[config.mk]
export PLATFORM = sky130hd
export DESIGN_NAME = four_color_cell_mapper
export DESIGN_NICKNAME = d
export VERILOG_FILES = /design/src/hw/rtl/fccm_pkg.sv /design/src/hw/rtl/four_color_cell_mapper.sv /design/src/hw/rtl/fccm_front.sv /design/src/hw/rtl/fccm_back.sv
export VERILOG_INCLUDE_DIRS = /design/src /design/src/hw/rtl
export SDC_FILE = /design/constraint.sdc
export NUM_CORES = 1
export LEC_CHECK = 0
export ABC_AREA = 1
export BUFFER_PORTS_ARGS = -buffer_cell sky130_fd_sc_hd__buf_4
export CORE_MARGIN = 2
export CORE_UTILIZATION = 40
export DETAILED_ROUTE_END_ITERATION = 8
export PLACE_DENSITY = 0.59
export SKIP_CTS_REPAIR_TIMING = 1
export SYNTH_ARGS = -nofsm -noshare
export SYNTH_HDL_FRONTEND = slang
export SYNTH_HIERARCHICAL = 1
export SYNTH_SLANG_ARGS = --single-unit
[constraint.sdc]
create_clock -name clk -period 3.12 [get_ports clk]
set_input_delay 0.624 -clock clk [delete_from_list [all_inputs] [get_ports clk]]
set_output_delay 0.624 -clock clk [all_outputs]
set_load 0.02 [all_outputs]
[src/hw/rtl/assert_macros.svh]
// ----------------------------------------------------------------------------
// assert_macros.svh
// Assertion macros for the RTL files; all assertions are sampled on
// the rising edge of clk and are off while rst is high.
// ----------------------------------------------------------------------------
`ifndef ASSERT_MACROS_SVH
`define ASSERT_MACROS_SVH

// Property that must hold in every cycle.
`define FCCM_ASSERT(lbl, prop, msg) \
  lbl: assert property (@(posedge clk) disable iff (rst) (prop)) else $error(msg);

// Condition in one cycle that forces a condition in the next cycle.
`define FCCM_ASSERT_NEXT(lbl, pre, post, msg) \
  lbl: assert property (@(posedge clk) disable iff (rst) (pre) |=> (post)) else $error(msg);

`endif

[src/hw/rtl/fccm_pkg.sv]
// ----------------------------------------------------------------------------
// fccm_pkg
// Types and constants of the four color cell mapper.
// ----------------------------------------------------------------------------
package fccm_pkg;

  localparam int MAX_FRAMES_DEF = 256;

  // Input queue between the front and the back part.
  localparam int QDEPTH = 2;
  localparam int QPTR_W = 1;
  localparam int QCNT_W = 2;

  localparam int TDATA_OUT_W = 56;

  // Frame layout, in cells and pixels.
  localparam logic [10:0] CELLS_LAST    = 11'd1151;
  localparam logic [10:0] TOP_CELLS     = 11'd864;
  localparam logic [10:0] RIGHT_END     = 11'd1008;
  localparam logic [9:0]  CELL_SIZE     = 10'd20;
  localparam logic [9:0]  TOP_X_FIRST   = 10'd120;
  localparam logic [9:0]  TOP_X_LAST    = 10'd580;
  localparam logic [9:0]  RIGHT_X_FIRST = 10'd600;
  localparam logic [9:0]  RIGHT_X_LAST  = 10'd700;
  localparam logic [9:0]  LEFT_X_FIRST  = 10'd0;
  localparam logic [9:0]  LEFT_X_LAST   = 10'd100;
  localparam logic [9:0]  SIDE_Y_FIRST  = 10'd120;

  localparam logic [7:0]  LEVEL_ON = 8'd255;

  // Symbol slot within one byte; the terminator takes the slot after the
  // fourth pair.
  localparam logic [2:0] SLOT_FIRST = 3'd0;
  localparam logic [2:0] SLOT_LAST  = 3'd3;
  localparam logic [2:0] SLOT_TERM  = 3'd4;

  localparam logic [1:0] SYM_BLACK = 2'd0;
  localparam logic [1:0] SYM_RED   = 2'd1;
  localparam logic [1:0] SYM_GREEN = 2'd2;
  localparam logic [1:0] SYM_BLUE  = 2'd3;

  typedef struct packed {
    logic [7:0] data_byte;
    logic       last_byte;
  } item_t;

  typedef struct packed {
    logic [7:0] frame_index;
    logic [9:0] cell_x;
    logic [9:0] cell_y;
    logic [1:0] symbol_code;
    logic [7:0] blue_level;
    logic [7:0] green_level;
    logic [7:0] red_level;
    logic       end_symbol;
    logic       last_of_run;
  } result_t;

  // Handshake between queue head and the back part.
  typedef struct packed {
    logic valid;
    logic full;
  } queue_stat_t;

endpackage

[src/hw/rtl/four_color_cell_mapper.sv]
// ----------------------------------------------------------------------------
// four_color_cell_mapper
// Maps message bytes to colored 20x20 cells of a 720x720 frame.
// ----------------------------------------------------------------------------
// Each byte taken on the input stream is split into four 2-bit symbols, most
// significant pair first, and every symbol leaves as one output transfer with
// its color (00 black, 01 red, 10 green, 11 blue) and the next free cell of
// the frame. A frame has 1152 cells: a 24-wide by 36-high block at x=120,
// y=0, then a 6-wide by 24-high block at x=600, y=120, then the same at
// x=0, y=120, each walked row by row; when a frame is full the frame number
// steps on, modulo MAX_FRAMES. The byte flagged by tlast is followed by one
// black terminator symbol (tuser high) if its frame still has a free cell,
// and the next message then starts over at cell 0 of frame 0. tlast on the
// output marks the final transfer caused by each input byte. The block
// emits one symbol per clock while a byte is queued and the output is not
// stalled; that rate is set by the symbol sequencer of the back part, which
// owns the single output register. A two-entry queue in front of the
// sequencer keeps taking bytes, until it is full, while results wait to be taken.
// ----------------------------------------------------------------------------
module four_color_cell_mapper #(
  parameter int MAX_FRAMES = fccm_pkg::MAX_FRAMES_DEF
) (
  input  logic                             clk,
  input  logic                             rst,
  input  logic                             s_tvalid,
  output logic                             s_tready,
  // s_tdata: data_byte [7:0]
  input  logic [7:0]                       s_tdata,
  // s_tlast: last_byte
  input  logic                             s_tlast,
  output logic                             m_tvalid,
  input  logic                             m_tready,
  // m_tdata: frame_index [7:0], cell_x [17:8], cell_y [27:18],
  // symbol_code [29:28], blue_level [37:30], green_level [45:38],
  // red_level [53:46], zero fill [55:54]
  output logic [fccm_pkg::TDATA_OUT_W-1:0] m_tdata,
  // m_tuser: end_symbol
  output logic                             m_tuser,
  // m_tlast: last_of_run
  output logic                             m_tlast
);
  import fccm_pkg::*;

  `include "assert_macros.svh"

  item_t       head;
  queue_stat_t stat;
  logic        pop;
  result_t     result;

  fccm_front u_front (
    .clk      (clk),
    .rst      (rst),
    .s_tvalid (s_tvalid),
    .s_tready (s_tready),
    .s_tdata  (s_tdata),
    .s_tlast  (s_tlast),
    .pop      (pop),
    .head     (head),
    .stat     (stat)
  );

  fccm_back #(
    .MAX_FRAMES (MAX_FRAMES)
  ) u_back (
    .clk       (clk),
    .rst       (rst),
    .head      (head),
    .stat      (stat),
    .pop       (pop),
    .out_valid (m_tvalid),
    .out_ready (m_tready),
    .result    (result)
  );

  assign m_tdata = {2'b00, result.red_level, result.green_level, result.blue_level,
                    result.symbol_code, result.cell_y, result.cell_x,
                    result.frame_index};
  assign m_tuser = result.end_symbol;
  assign m_tlast = result.last_of_run;

  // The terminator always closes the run of its byte.
  `FCCM_ASSERT(a_term_is_last, !(m_tvalid && m_tuser) || m_tlast, "terminator without tlast")
  // The terminator is black and never sits in the first cell of a frame.
  `FCCM_ASSERT(a_term_shape, !(m_tvalid && m_tuser) || ((result.symbol_code == SYM_BLACK) && (result.red_level == 8'd0) && !((result.cell_x == TOP_X_FIRST) && (result.cell_y == 10'd0))), "bad terminator")
  // The sequencer only takes a byte that the queue holds.
  `FCCM_ASSERT(a_pop_valid, !pop || stat.valid, "pop from empty queue")
  // A byte taken into an empty queue is at its head in the next cycle.
  `FCCM_ASSERT_NEXT(a_push_seen, s_tvalid && s_tready && !stat.valid, stat.valid, "lost byte")

endmodule

[src/hw/rtl/fccm_front.sv]
// ----------------------------------------------------------------------------
// fccm_front
// Accepts message bytes and holds them in a short queue for the back part.
// ----------------------------------------------------------------------------
module fccm_front (
  input  logic                clk,
  input  logic                rst,
  input  logic                s_tvalid,
  output logic                s_tready,
  input  logic [7:0]          s_tdata,
  input  logic                s_tlast,
  input  logic                pop,
  output fccm_pkg::item_t     head,
  output fccm_pkg::queue_stat_t stat
);
  import fccm_pkg::*;

  item_t              entries [QDEPTH];
  logic [QPTR_W-1:0]  wr_ptr;
  logic [QPTR_W-1:0]  rd_ptr;
  logic [QCNT_W-1:0]  count;
  logic               push;
  logic               do_pop;

  assign stat.valid = (count != '0);
  assign stat.full  = (count == QCNT_W'(QDEPTH));
  assign s_tready   = !stat.full;
  assign push       = s_tvalid && s_tready;
  assign do_pop     = pop && stat.valid;
  assign head       = entries[rd_ptr];

  always_ff @(posedge clk) begin
    if (push) begin
      entries[wr_ptr] <= '{data_byte: s_tdata, last_byte: s_tlast};
    end
  end

  always_ff @(posedge clk) begin
    if (rst) begin
      wr_ptr <= '0;
      rd_ptr <= '0;
      count  <= '0;
    end else begin
      if (push) begin
        wr_ptr <= wr_ptr + 1'b1;
      end
      if (do_pop) begin
        rd_ptr <= rd_ptr + 1'b1;
      end
      if (push && !do_pop) begin
        count <= count + 1'b1;
      end else if (do_pop && !push) begin
        count <= count - 1'b1;
      end
    end
  end

endmodule

[src/hw/rtl/fccm_back.sv]
// ----------------------------------------------------------------------------
// fccm_back
// Walks the cells of the frame and emits one colored symbol per cycle into
// an output register while a byte is queued and the output is not stalled.
// ----------------------------------------------------------------------------
module fccm_back #(
  parameter int MAX_FRAMES = fccm_pkg::MAX_FRAMES_DEF
) (
  input  logic                  clk,
  input  logic                  rst,
  input  fccm_pkg::item_t       head,
  input  fccm_pkg::queue_stat_t stat,
  output logic                  pop,
  output logic                  out_valid,
  input  logic                  out_ready,
  output fccm_pkg::result_t     result
);
  import fccm_pkg::*;

  localparam int FW = (MAX_FRAMES > 1) ? $clog2(MAX_FRAMES) : 1;

  logic [10:0]   pos;
  logic [9:0]    cur_x;
  logic [9:0]    cur_y;
  logic [FW-1:0] frame;
  logic [2:0]    slot;

  logic [10:0]   pos_next;
  logic [9:0]    x_next;
  logic [9:0]    y_next;
  logic [FW-1:0] frame_next;
  logic          wrap;
  logic [9:0]    x_first;
  logic [9:0]    x_last;
  logic          step;
  logic          is_term;
  logic          run_end;
  logic          restart;
  logic [1:0]    sym;
  logic [FW+7:0] frame_ext;

  assign step    = stat.valid && (!out_valid || out_ready);
  assign is_term = (slot == SLOT_TERM);

  always_comb begin
    case (slot[1:0])
      2'd0:    sym = head.data_byte[7:6];
      2'd1:    sym = head.data_byte[5:4];
      2'd2:    sym = head.data_byte[3:2];
      default: sym = head.data_byte[1:0];
    endcase
    if (is_term) begin
      sym = SYM_BLACK;
    end
  end

  // Next free cell, walking each region row by row.
  always_comb begin
    if (pos < TOP_CELLS) begin
      x_first = TOP_X_FIRST;
      x_last  = TOP_X_LAST;
    end else if (pos < RIGHT_END) begin
      x_first = RIGHT_X_FIRST;
      x_last  = RIGHT_X_LAST;
    end else begin
      x_first = LEFT_X_FIRST;
      x_last  = LEFT_X_LAST;
    end
    wrap     = (pos == CELLS_LAST);
    pos_next = pos + 1'b1;
    x_next   = cur_x + CELL_SIZE;
    y_next   = cur_y;
    if (wrap) begin
      pos_next = '0;
      x_next   = TOP_X_FIRST;
      y_next   = '0;
    end else if (pos == TOP_CELLS - 1'b1) begin
      x_next = RIGHT_X_FIRST;
      y_next = SIDE_Y_FIRST;
    end else if (pos == RIGHT_END - 1'b1) begin
      x_next = LEFT_X_FIRST;
      y_next = SIDE_Y_FIRST;
    end else if (cur_x == x_last) begin
      x_next = x_first;
      y_next = cur_y + CELL_SIZE;
    end
    if (!wrap) begin
      frame_next = frame;
    end else if (frame == FW'(MAX_FRAMES - 1)) begin
      frame_next = '0;
    end else begin
      frame_next = frame + 1'b1;
    end
  end

  // A byte ends after its fourth pair unless a terminator still follows.
  assign run_end = is_term || ((slot == SLOT_LAST) && (!head.last_byte || wrap));
  assign restart = run_end && head.last_byte;
  assign pop     = step && run_end;
  assign frame_ext = {8'd0, frame};

  always_ff @(posedge clk) begin
    if (rst) begin
      pos   <= '0;
      cur_x <= TOP_X_FIRST;
      cur_y <= '0;
      frame <= '0;
      slot  <= SLOT_FIRST;
    end else if (step) begin
      if (restart) begin
        pos   <= '0;
        cur_x <= TOP_X_FIRST;
        cur_y <= '0;
        frame <= '0;
      end else begin
        pos   <= pos_next;
        cur_x <= x_next;
        cur_y <= y_next;
        frame <= frame_next;
      end
      slot <= run_end ? SLOT_FIRST : slot + 1'b1;
    end
  end

  always_ff @(posedge clk) begin
    if (rst) begin
      out_valid <= 1'b0;
    end else if (step) begin
      out_valid <= 1'b1;
    end else if (out_ready) begin
      out_valid <= 1'b0;
    end
  end

  always_ff @(posedge clk) begin
    if (step) begin
      result.frame_index <= frame_ext[7:0];
      result.cell_x      <= cur_x;
      result.cell_y      <= cur_y;
      result.symbol_code <= sym;
      result.blue_level  <= (sym == SYM_BLUE)  ? LEVEL_ON : 8'd0;
      result.green_level <= (sym == SYM_GREEN) ? LEVEL_ON : 8'd0;
      result.red_level   <= (sym == SYM_RED)   ? LEVEL_ON : 8'd0;
      result.end_symbol  <= is_term;
      result.last_of_run <= run_end;
    end
  end

endmodule

## After elaboration in Yosys (flattened, before gate mapping)

Memory sizes are Yosys's and may differ from the RTL's. A register that Yosys moved wholly into a read port is not among the register bits.
Cells that the tools add are included.

| word-level totals | value |
|---|---|
| register bits after elaboration | 103 |
| bits in latches | 0 |
| RAM bits | 18 |
| memory bits (read-only) | 0 |
| input port bits | 13 |
| output and inout port bits | 60 |
| memories kept | 1 |

Memories:

| name | depth | width | read ports | clocked after memory_dff | wr ports | RTL line | RTL |
|---|---|---|---|---|---|---|---|
| u_front.entries | 2 | 9 | 1 | 1 | 1 | fccm_front.sv:18 | `item_t entries [QDEPTH];` |

| operators by class | value |
|---|---|
| add/sub/neg operators | 9 |
| $mul | 0 |
| div/mod/pow operators | 0 |
| order comparisons | 2 |
| equality and inequality tests | 13 |
| shift operators | 0 |
| mux-type cells | 33 |
| bitwise logic cells | 0 |
| reductions and logical operators | 24 |

Operator list:

| kind | count |
|---|---|
| $mux W10 | 14 |
| $mux W8 | 6 |
| $eq A11 B10 Y1 const B | 2 |
| $lt A11 B10 Y1 const B | 2 |
| $mux W11 | 2 |
| $add A10 B5 Y10 const B | 2 |
| $add A11 B1 Y11 const B | 1 |
| $eq A11 B11 Y1 const B | 1 |
| $eq A10 B10 Y1 | 1 |
| $add A8 B1 Y8 const B | 1 |
| $eq A2 B2 Y1 const B | 4 |
| $eq A8 B8 Y1 const B | 1 |
| $logic_and A1 B1 Y1 | 8 |
| $reduce_bool A2 Y1 | 4 |
| $mux W1 | 6 |
| $mux W2 | 3 |
| $pmux W2 S3 | 1 |
| $logic_not A1 Y1 | 5 |
| $reduce_bool A5 Y1 | 1 |
| $eq A2 B1 Y1 const B | 2 |
| $reduce_and A2 Y1 | 2 |
| $add A3 B1 Y3 const B | 1 |
| $eq A3 B2 Y1 const B | 1 |
| $eq A3 B3 Y1 const B | 1 |
| 6 further kinds | 9 |

## Logic depth before layout (Yosys ltp)

Gate-level depths: netlist (run 1).

| depth | value |
|---|---|
| word-level depth | 9 |
| mapped depth | 17 |

## Hierarchy

The synthesis (run 1) kept the hierarchy.

By module, submodules not included:

| module | times used | cells each | area each (sq um) |
|---|---|---|---|
| fccm_back | 1 | 411 | 3584.7 |
| fccm_front | 1 | 66 | 899.6 |
| four_color_cell_mapper | 1 | 3 | 18.8 |

## Worst setup path after synthesis (run 1)

Ideal clock, no wire load.

| timing | value |
|---|---|
| path kind | in2reg |
| from | input port m_tready |
| to | register, netlist name u_back/result[0] |
| arrival | 2.022 ns |
| required time | 2.713 ns |
| path slack | 0.690 ns |
| cell stages on the path | 5 |
| buffers on the path | 1 |
| cell sequence | inv_1 > nand2_1 > nand2_1 > clkinv_1 > clkbuf_1 |

| on the way | value |
|---|---|
| longest elaborated chain between the ends | 2 |

Ends and longest elaborated chain:

| what | RTL line | RTL |
|---|---|---|
| from (decl) | four_color_cell_mapper.sv:32 | `input logic m_tready,` |
| $logic_or A1 B1 Y1 | fccm_back.sv:42 | `assign step = stat.valid && (!out_valid \|\| out_ready);` |
| $logic_and A1 B1 Y1 | fccm_back.sv:42 |  |
| net u_back.step | fccm_back.sv:35 | `logic step;` |

The timed path passes the listed nets, and every way through them passes these cells.
A chain may end at the register's enable or synchronous reset.

==> metrics.cfg, run 1 <==
[outcome]
status=finished clean

[detailed_routing]
drc=0
drt.antenna.violating_nets=0
avgViaCountPerCell=4.76
wl_um=8510
vias=3202
initialDrtViolationCount=115
wl_per_cell_um=12.6
dr.pass1.iters=4

[synthesis]
synth_area_leader_cell=edfxtp_1
netlist_area_um2=4500
yosysMostFrequentCell=nand2_1
ys_seq_elements=93
yosys_warnings=6
yosysUniqueCellTypes=41
synth-main-ff-cell=edfxtp_1
syn_area_per_cell_um2=9.38
yosysSeqAreaShare=0.522
ys_async_sr_fraction=0
syn_inst=480
synth_top_area_share=0.327
yosys-top-cells-count=nand2_1 (77), edfxtp_1 (49), nor2_1 (48)
synth_edf_count=49
synthTopCellsByArea=edfxtp_1 (33%), dfxtp_1 (20%), nand2_1 (6.4%)

[power]
p_total_mw=3.78
cellPowerDensity_nw_per_um2=717
vdd_drop_max_mv=0.294
p_leak_nw=2.19

[sta]
whs_ps=463
finalCritPeriodShare=0.725
slew_violations=0
fin_worst_skew_ps=7.81
period_minus_slack_ps=2260
final.setup.worst_slack_ps=859
slew_headroom=0.422
worst_pin_slew_ps=864
finalHoldViolCount=0
rsz0062_at_grt=false
setup_viol=0
tns_ps=0
fmax_mhz=442

[worst_hold_path]
hold_depth=0
hold_path.class=reg2reg

[cts]
insertion_delay_ps=340
cts_sinks=93
numCtsBuffers=9
root_buffer=clkbuf_16
clkTransAtPathRegs_ps=60
htreeDepth=3
cts_buffer_depth=2
tritoncts=built

[place]
dp_hpwl_um=6180
post-place-ws_ps=820
portBuffers=66
gp_congestion=0.843

[layout]
drive_gt1_frac=0.235
n_antenna_cell=0
final.fill_count=1044
area_growth_pct=17.1
final_nets=551

[run]
maxCapViolations=0

[setup_path]
critPathCaptureType=flop
path_max_fanout=9
cp.required_ps=3400
cp_common_cell=nand2_1
crit_chain=mux2_2, nand2_1, nand2_1, nand2_2, inv_1, nor2_1, nand2_1, ha_1, inv_1, nand3_1, nand2_1, inv_1, nor2_1
reg2reg_depth=13
cp_slowest_cell=dfxtp_1
cp.arrival_ps=2540
crit_path_end=u_front/count[1]$_SDFFE_PP0P_
worst_setup_path_start_kind=flop
r2r_end=u_front/count[1]$_SDFFE_PP0P_
critical_path_class=reg2reg
slowest_delay_ps=580
reg2reg_setup_slack_ps=860

[grt]
grt_max_degree=28
grt_pass1_vias=3015
gr-total-overflow=0
antenna_found_initial=0
grt_pass1_wl_um=14300
grt_usage=0.154

[floorplanning]
ioPinCount=73
dieArea_um2=12100
die-width_um=110
initial_utilization=0.412
rows=38
core_area_um2=10900
die_y_um=110

==> registers in the layout, indices dropped and copies added (netlist names), named ones only <==
signal,count
u_front/count,2
u_front/entries,18
u_back/result,31
u_back/frame,8
u_back/cur_y,8
u_front/rd_ptr,1
u_back/pos,11
u_back/cur_x,8
u_front/wr_ptr,1
u_back/slot,3
u_back/out_valid,1
==> through the flow <==
step | util | cells | cell area, um^2
final | 0.482 | 673 | 5270
after global routing | 0.482 | 673 | 5270
after CTS | 0.482 | 673 | 5270
after detailed placement | 0.454 | 657 | 4960
after global placement | 0.454 | 657 | 4960
after floorplan | - | 484 | 4520
==> critical path: cells and delay by family (launching register included) <==
kind | cells | cell delay (ps)
and+or+nand+nor | 8 | 700
adders and majority gates | 1 | 320
buffers and inverters | 3 | 180
DFF | 1 | 580
muxes | 1 | 430
==> how the worst min path moves through the flow <==
| stage | end | startpoint | slack, ps |
|---|---|---|---|
| 2_1_floorplan | u_back/result[35]$_DFFE_PP_ | u_back/cur_y[7]$_SDFFE_PP0P_ | 430 |
| 3_3_place_gp | u_back/result[35]$_DFFE_PP_ | u_back/cur_y[7]$_SDFFE_PP0P_ | 450 |
| 3_5_place_dp | u_back/result[35]$_DFFE_PP_ | u_back/cur_y[7]$_SDFFE_PP0P_ | 450 |
| 4_1_cts | u_front/entries[0][6]$_DFFE_PP_ | s_tdata[5] | 450 |
| 5_1_grt | u_front/entries[0][6]$_DFFE_PP_ | s_tdata[5] | 450 |
| 6_report | u_back/result[35]$_DFFE_PP_ | u_back/cur_y[7]$_SDFFE_PP0P_ | 460 |
==> cell type report <==
type / instances / area, um^2 / area share
tap: 140 / 175 / 0.0332
multi-input combinational: 302 / 1720 / 0.326
clock buffer: 11 / 233 / 0.0441
sequential: 93 / 2350 / 0.446
clock inverter: 5 / 76.3 / 0.0145
timing repair buffer: 69 / 518 / 0.0983
inverter: 53 / 199 / 0.0377
==> routing by layer <==
layer	global-route usage	wire, um	vias to the layer above
met2	0.250	3950	62
li1	-	-	1664
met5	0	0	-
met1	0.199	4190	1470
met4	0.0652	71	0
met3	0.0329	293	6
==> cell usage in the layout, fill, tap and decap left out, types with 2 or more instances in the layout <==
cell and count:
inv_2 6, nand2_2 9, o21ai_2 2, nand2_4 5
xnor2_1 4, nand3_1 35, a21oi_1 25, bufinv_16 2
clkbuf_16 9, edfxtp_1 49, or2_2 2, conb_1 6
nor2_1 48, dfxtp_1 44, buf_4 69, nor3_1 5
nor3b_1 2, a211oi_1 4, nor2_2 3, o21ai_0 14
nand4_1 8, nor4_1 4, a22o_1 2, clkbuf_1 2
a31oi_1 4, clkinv_1 2, inv_1 46, xor2_1 13
nand2_1 77, mux2_2 9, ha_1 10, nor2_4 2
==> where the power goes <==
part | internal [mW] | total (mW) | switching, mW
Sequential | 1.49 | 1.61 | 0.119
Clock | 0.698 | 1.13 | 0.435
Combinational | 0.395 | 1.03 | 0.639
Total | 2.59 | 3.78 | 1.19
==> cell families after synthesis <==
group / after synthesis / synth area share
AOI/OAI and AO/OA: 54 / 0.0686
other: 2 / 0.00167
xor gates and xnor gates: 17 / 0.0331
adders and majority gates: 10 / 0.0278
and+or+nand+nor: 206 / 0.225
buffers and inverters: 89 / 0.0995
muxes: 9 / 0.0225
DFF: 93 / 0.522
Power figures use the tool's default switching activity.
==> run 2, diff against run 1 <==
--- a/config.mk
+++ b/config.mk
@@ -11,7 +11,7 @@
 export CORE_MARGIN = 2
 export CORE_UTILIZATION = 40
 export DETAILED_ROUTE_END_ITERATION = 8
-export PLACE_DENSITY = 0.59
+export PLACE_DENSITY = 0.61
 export SKIP_CTS_REPAIR_TIMING = 1
 export SYNTH_ARGS = -nofsm -noshare
 export SYNTH_HDL_FRONTEND = slang
==> constraint.sdc (replaced) <==
create_clock -name clk -period 1.8 [get_ports clk]
set_input_delay 0.36 -clock clk [delete_from_list [all_inputs] [get_ports clk]]
set_output_delay 0.36 -clock clk [all_outputs]
set_load 0.02 [all_outputs]
==> metrics.cfg, run 2 (synthesis results as in run 1) <==
[cts]
cts_buffer_depth=2  ; unchanged
htreeDepth=3  ; unchanged
root_buffer=clkbuf_16
tritoncts=built
numCtsBuffers=9  ; unchanged
clkTransAtPathRegs_ps=60  ; about the same
insertion_delay_ps=330  ; about the same
cts_sinks=93  ; unchanged

[layout]
final.fill_count=962  ; -7.9%
n_antenna_cell=0  ; unchanged
layout_common_cells=buf_4 (108), nand2_1 (66), edfxtp_1 (49)
final_nets=595  ; +8.0%
largest_register_ff_count=31  ; unchanged
regMostFlops=u_back/result
final_common_cell=buf_4
design_area_um2=5870  ; +11%
top_regs=u_back/result: 31 flops, u_front/entries: 18 flops, u_back/pos: 11 flops
finalNonFillerCells=717  ; +6.5%
area_growth_pct=30.3
postLayoutCoreUtil=0.536  ; +0.0543
drive_gt1_frac=0.380  ; +0.145

[run]
maxCapViolations=0  ; unchanged

[grt]
grt_max_degree=30  ; +7.1%
grt_usage=0.163  ; +0.00863
gr-total-overflow=0  ; unchanged
grt_pass1_wl_um=15200  ; +6.0%
antenna_found_initial=0  ; unchanged
grt_pass1_vias=3240  ; +7.5%

[sta]
slew_violations=0  ; unchanged
worst_pin_slew_ps=815  ; -48.5 ps
rsz0062_at_grt=true
setup_viol=4  ; +4
fmax_mhz=548  ; +24%
fin_worst_skew_ps=8.16  ; +0.349 ps
finalCritPeriodShare=1.01  ; +0.289
period_minus_slack_ps=1820  ; -437 ps
finalHoldViolCount=0  ; unchanged
slew_headroom=0.455  ; +0.0324
final.setup.worst_slack_ps=-24.3  ; -883 ps
tns_ps=-64.2  ; -64.2 ps

[place]
portBuffers=66  ; unchanged
gp_congestion=0.881  ; +4.5%
place_inst=692  ; +5.3%
dp_hpwl_um=6760  ; +9.3%
placed_cell_area_um2=5300  ; +6.7%

[detailed_routing]
vias=3493  ; +9.1%
wl_per_cell_um=13.6  ; +7.4%
dr.pass1.iters=4  ; unchanged
wl_um=9730  ; +14%
initialDrtViolationCount=193  ; +68%
avgViaCountPerCell=4.87  ; +2.4%
drt.antenna.violating_nets=0  ; unchanged
drc=0  ; unchanged

[floorplanning]
dieArea_um2=12100  ; unchanged
initial_utilization=0.412  ; unchanged
core_area_um2=10900  ; unchanged
ioPinCount=73  ; unchanged
rows=38  ; unchanged
die-width_um=110  ; unchanged
die_y_um=110  ; unchanged

[worst_hold_path]
hold_path.class=in2reg

[setup_path]
critPathCaptureType=flop
cp_slowest_cell=dfxtp_2
worst-path-buf-inv=1  ; -2
path_max_fanout=13  ; +4
crit_chain=ha_4, nand2_4, nor2_4, nand3_4, nand2_2, nand2_2, nand2_2, buf_4, nand2_8, nand2_8, nand2_8, o21ai_2, nand2_1, a21oi_2
cp.arrival_ps=2090  ; -450 ps
slowest_delay_ps=350  ; -230 ps
path_delay_family=simple AND/OR/NAND/NOR gates
cp.required_ps=2070  ; -1330 ps
worst_setup_path_start_kind=flop
critical_path_class=reg2reg

[power]
p_leak_nw=2.45  ; +12%
cellPowerDensity_nw_per_um2=1150  ; +61%
vdd_drop_max_mv=0.471  ; +60%

[outcome]
status=finished with violations
violations=negative setup slack

[run 2: layer usage]
layer,vias to the layer above,GRT usage,share of wire
met3,4,0.0323,0.049
met1,1643,0.216,0.44
li1,1757,-,-
met5,-,0,0
met2,89,0.262,0.50
met4,0,0.0616,0.0071
[run 2: power breakdown]
part	switching (mW)	total, mW	leakage, nW	internal [mW]
Combinational	1.26	2.13	1.48	0.862
Sequential	0.193	2.79	0.833	2.59
Clock	0.776	1.85	0.137	1.07
Total	2.23	6.76	2.45	4.53
[run 2: path summary, 6_finish.rpt]
kind	from	to	slack, ps	cells after the start
hold reg to reg	u_back/frame[5]$_SDFFE_PP0P_	u_back/result[53]$_DFFE_PP_	470	0
setup / recovery	u_back/pos[0]$_SDFFE_PP0P_	u_back/frame[5]$_SDFFE_PP0P_	-20	14
setup reg to reg	u_back/pos[0]$_SDFFE_PP0P_	u_back/frame[5]$_SDFFE_PP0P_	-20	14
hold / removal	s_tdata[2]	u_front/entries[0][3]$_DFFE_PP_	210	1
[run 2: area by class of cell]
| cell class | instances | area, um^2 | share of cell area |
|---|---|---|---|
| multi-input combinational | 303 | 1950 | 0.333 |
| sequential | 93 | 2370 | 0.404 |
| timing repair buffer | 112 | 873 | 0.149 |
| clock buffer | 10 | 229 | 0.0390 |
| tap | 140 | 175 | 0.0299 |
| inverter | 53 | 208 | 0.0354 |
| clock inverter | 6 | 62.6 | 0.0107 |
[run 2: through the flow]
step           power, mW  setup slack [ps]  hold WS [ps]
3_5_place_dp        4.82              -125           452
6_report            6.76             -24.3           209
5_1_grt             7.11              -129           191
4_1_cts             6.68              -136           199
3_3_place_gp        4.78             -75.6           444
2_1_floorplan       4.17             -64.0           430
[run 2: worst reg2reg max path, cell delays in order, from the launching register on]
cell and delay, ps:
dfxtp_2 350, ha_4 150, nand2_4 50, nor2_4 130, nand3_4 90, nand2_2 70
nand2_2 50, nand2_2 80, buf_4 140, nand2_8 80, nand2_8 100, nand2_8 110
o21ai_2 160, nand2_1 100, a21oi_2 120
==> run 3, diff against run 2 <==
--- a/config.mk
+++ b/config.mk
@@ -11,8 +11,9 @@
 export CORE_MARGIN = 2
 export CORE_UTILIZATION = 40
 export DETAILED_ROUTE_END_ITERATION = 8
-export PLACE_DENSITY = 0.61
+export PLACE_DENSITY = 0.59
 export SKIP_CTS_REPAIR_TIMING = 1
+export SLEW_MARGIN = 30
 export SYNTH_ARGS = -nofsm -noshare
 export SYNTH_HDL_FRONTEND = slang
 export SYNTH_HIERARCHICAL = 1
==> constraint.sdc (replaced) <==
create_clock -name clk -period 1.7 [get_ports clk]
set_input_delay 0.34 -clock clk [delete_from_list [all_inputs] [get_ports clk]]
set_output_delay 0.34 -clock clk [all_outputs]
set_load 0.02 [all_outputs]
==> metrics.cfg, run 3 (synthesis results as in run 1) <==
[layout]
final_common_cell=buf_4
final_nets=610  ; +2.5%
largest_register_ff_count=31  ; unchanged
n_antenna_cell=0  ; unchanged
area_growth_pct=31.5
drive_gt1_frac=0.383  ; +0.00390
regMostFlops=u_back/result
top_regs=u_back/result: 31 flops, u_front/entries: 18 flops, u_back/pos: 11 flops
layout_common_cells=buf_4 (124), nand2_1 (70), edfxtp_1 (49)
final.fill_count=994  ; +3.3%

[power]
comb_power_share=0.328  ; +0.014
vdd_drop_max_mv=0.653  ; +39%
cellPowerDensity_nw_per_um2=1190  ; +3.7%
p_leak_nw=2.50  ; +2.0%
seqPwrFrac=0.415  ; +0.003
internal_power_mw=4.70  ; +3.8%
p_total_mw=7.08  ; +4.6%
netSwitchingFraction=0.335  ; +0.00513
clock_power_share=0.257  ; -0.017
power_switching_mw=2.37  ; +6.3%

[cts]
clkTransAtPathRegs_ps=60  ; about the same
cts_buffer_depth=2  ; unchanged
numCtsBuffers=9  ; unchanged
tritoncts=built
htreeDepth=3  ; unchanged
cts_sinks=93  ; unchanged
root_buffer=clkbuf_16
insertion_delay_ps=330  ; about the same

[place]
gp_congestion=0.839  ; -4.8%
portBuffers=66  ; unchanged
dp_hpwl_um=6820  ; +0.97%
post-place-ws_ps=-213  ; -87.4 ps

[setup_path]
r2r_start=u_back/pos[0]$_SDFFE_PP0P_
reg2reg_setup_slack_ps=-90  ; -70 ps
crit_path_end=u_back/cur_x[8]$_SDFFE_PP0P_
critPathCaptureType=flop
reg2reg_depth=12  ; -2
critical_path_class=reg2reg
path_max_fanout=5  ; -8
r2r_end=u_back/cur_x[8]$_SDFFE_PP0P_
cp.arrival_ps=2060  ; -30 ps
worst_setup_path_start_kind=flop
cp-startpoint=u_back/pos[0]$_SDFFE_PP0P_
cp.required_ps=1970  ; -100 ps

[detailed_routing]
wl_um=9450  ; -2.9%
dr.pass1.iters=5  ; +1
vias=3446  ; -1.3%
initialDrtViolationCount=124  ; -36%
highest_layer=met4
avgViaCountPerCell=4.71  ; -3.4%
wl_met3_um=403  ; -15%
drt-met1-wl_um=4380  ; +2.5%
wl_per_cell_um=12.9  ; -4.9%
drt.antenna.violating_nets=0  ; unchanged
drc=0  ; unchanged
met2_wirelength_um=4570  ; -7.1%

[sta]
fin_worst_skew_ps=6.00  ; -2.16 ps
slew_headroom=0.469  ; +0.0141
slew_violations=0  ; unchanged
period_minus_slack_ps=1790  ; -32.7 ps
final.setup.worst_slack_ps=-91.6  ; -67.3 ps
fmax_mhz=558  ; +1.8%
finalHoldViolCount=0  ; unchanged
setup_viol=16  ; +12
worst_pin_slew_ps=794  ; -21.1 ps
finalCritPeriodShare=1.05  ; +0.0404
rsz0062_at_grt=true

[floorplanning]
dieArea_um2=12100  ; unchanged
initial_utilization=0.412  ; unchanged
ioPinCount=73  ; unchanged
die-width_um=110  ; unchanged
rows=38  ; unchanged
die_y_um=110  ; unchanged
core_area_um2=10900  ; unchanged

[grt]
grt_pass1_wl_um=15200  ; -0.32%
antenna_found_initial=0  ; unchanged
grt_usage=0.161  ; -0.00185
gr-total-overflow=0  ; unchanged
grt_max_degree=26  ; -13%
grt_pass1_vias=3254  ; +0.43%

[outcome]
violations=negative setup slack
status=finished with violations

[run]
maxCapViolations=0  ; unchanged

[worst_hold_path]
hold_path.class=in2reg

## run 3: cell type report
| type | count | area [um^2] | area share |
|---|---|---|---|
| Clock inverter | 5 | 36.3 | 0.00613 |
| Inverter | 53 | 201 | 0.0340 |
| Timing Repair Buffer | 126 | 962 | 0.162 |
| Tap cell | 140 | 175 | 0.0296 |
| Sequential cell | 93 | 2370 | 0.400 |
| Clock buffer | 11 | 233 | 0.0393 |
| Multi-Input combinational cell | 304 | 1950 | 0.329 |
## run 3: worst min path at each step
stage               cells past startpoint                    startpoint                              end
floorplan                               0  u_back/cur_y[7]$_SDFFE_PP0P_      u_back/result[35]$_DFFE_PP_
global placement                        0  u_back/frame[5]$_SDFFE_PP0P_      u_back/result[53]$_DFFE_PP_
detailed placement                      0  u_back/frame[5]$_SDFFE_PP0P_      u_back/result[53]$_DFFE_PP_
CTS                                     1                    s_tdata[5]  u_front/entries[1][6]$_DFFE_PP_
global route                            1                    s_tdata[7]  u_front/entries[1][8]$_DFFE_PP_
finish                                  1                    s_tdata[5]  u_front/entries[0][6]$_DFFE_PP_
## run 3: critical path: stages, from the launching register on
cell and delay, ps:
dfxtp_2 330, ha_4 160, nand2_4 70, nor2_4 50
nand3_4 80, nand2_2 50, nand2_2 50, nand2_2 50
buf_4 150, nand2_8 80, nand4_1 210, or2_4 320
a21oi_2 110
## run 3: power by group through the flow
stage                     clock, mW  combinational (mW)  sequential [mW]
after global routing           1.97                2.51             2.98
after detailed placement          0                2.20             2.98
after floorplan                   0                1.24             3.18
after global placement            0                2.17             2.97
after CTS                      1.87                2.20             2.94
final                          1.82                2.32             2.93
## run 3: stage by stage
stage                     TNS [ps]   util  std cells  hold WS, ps  area, um^2
after floorplan               -234      -        484          430        4570
after detailed placement     -3570  0.496        711          455        5430
after global placement       -2050  0.496        711          455        5430
after CTS                    -4200  0.521        727          176        5700
final                         -609  0.542        732          187        5920
after global routing         -4540  0.542        732          171        5920
## run 3: routing by layer
layer | up-vias | track usage
met5 | - | 0
met4 | 0 | 0.0509
met3 | 4 | 0.0382
met2 | 70 | 0.264
met1 | 1588 | 0.210
li1 | 1784 | -
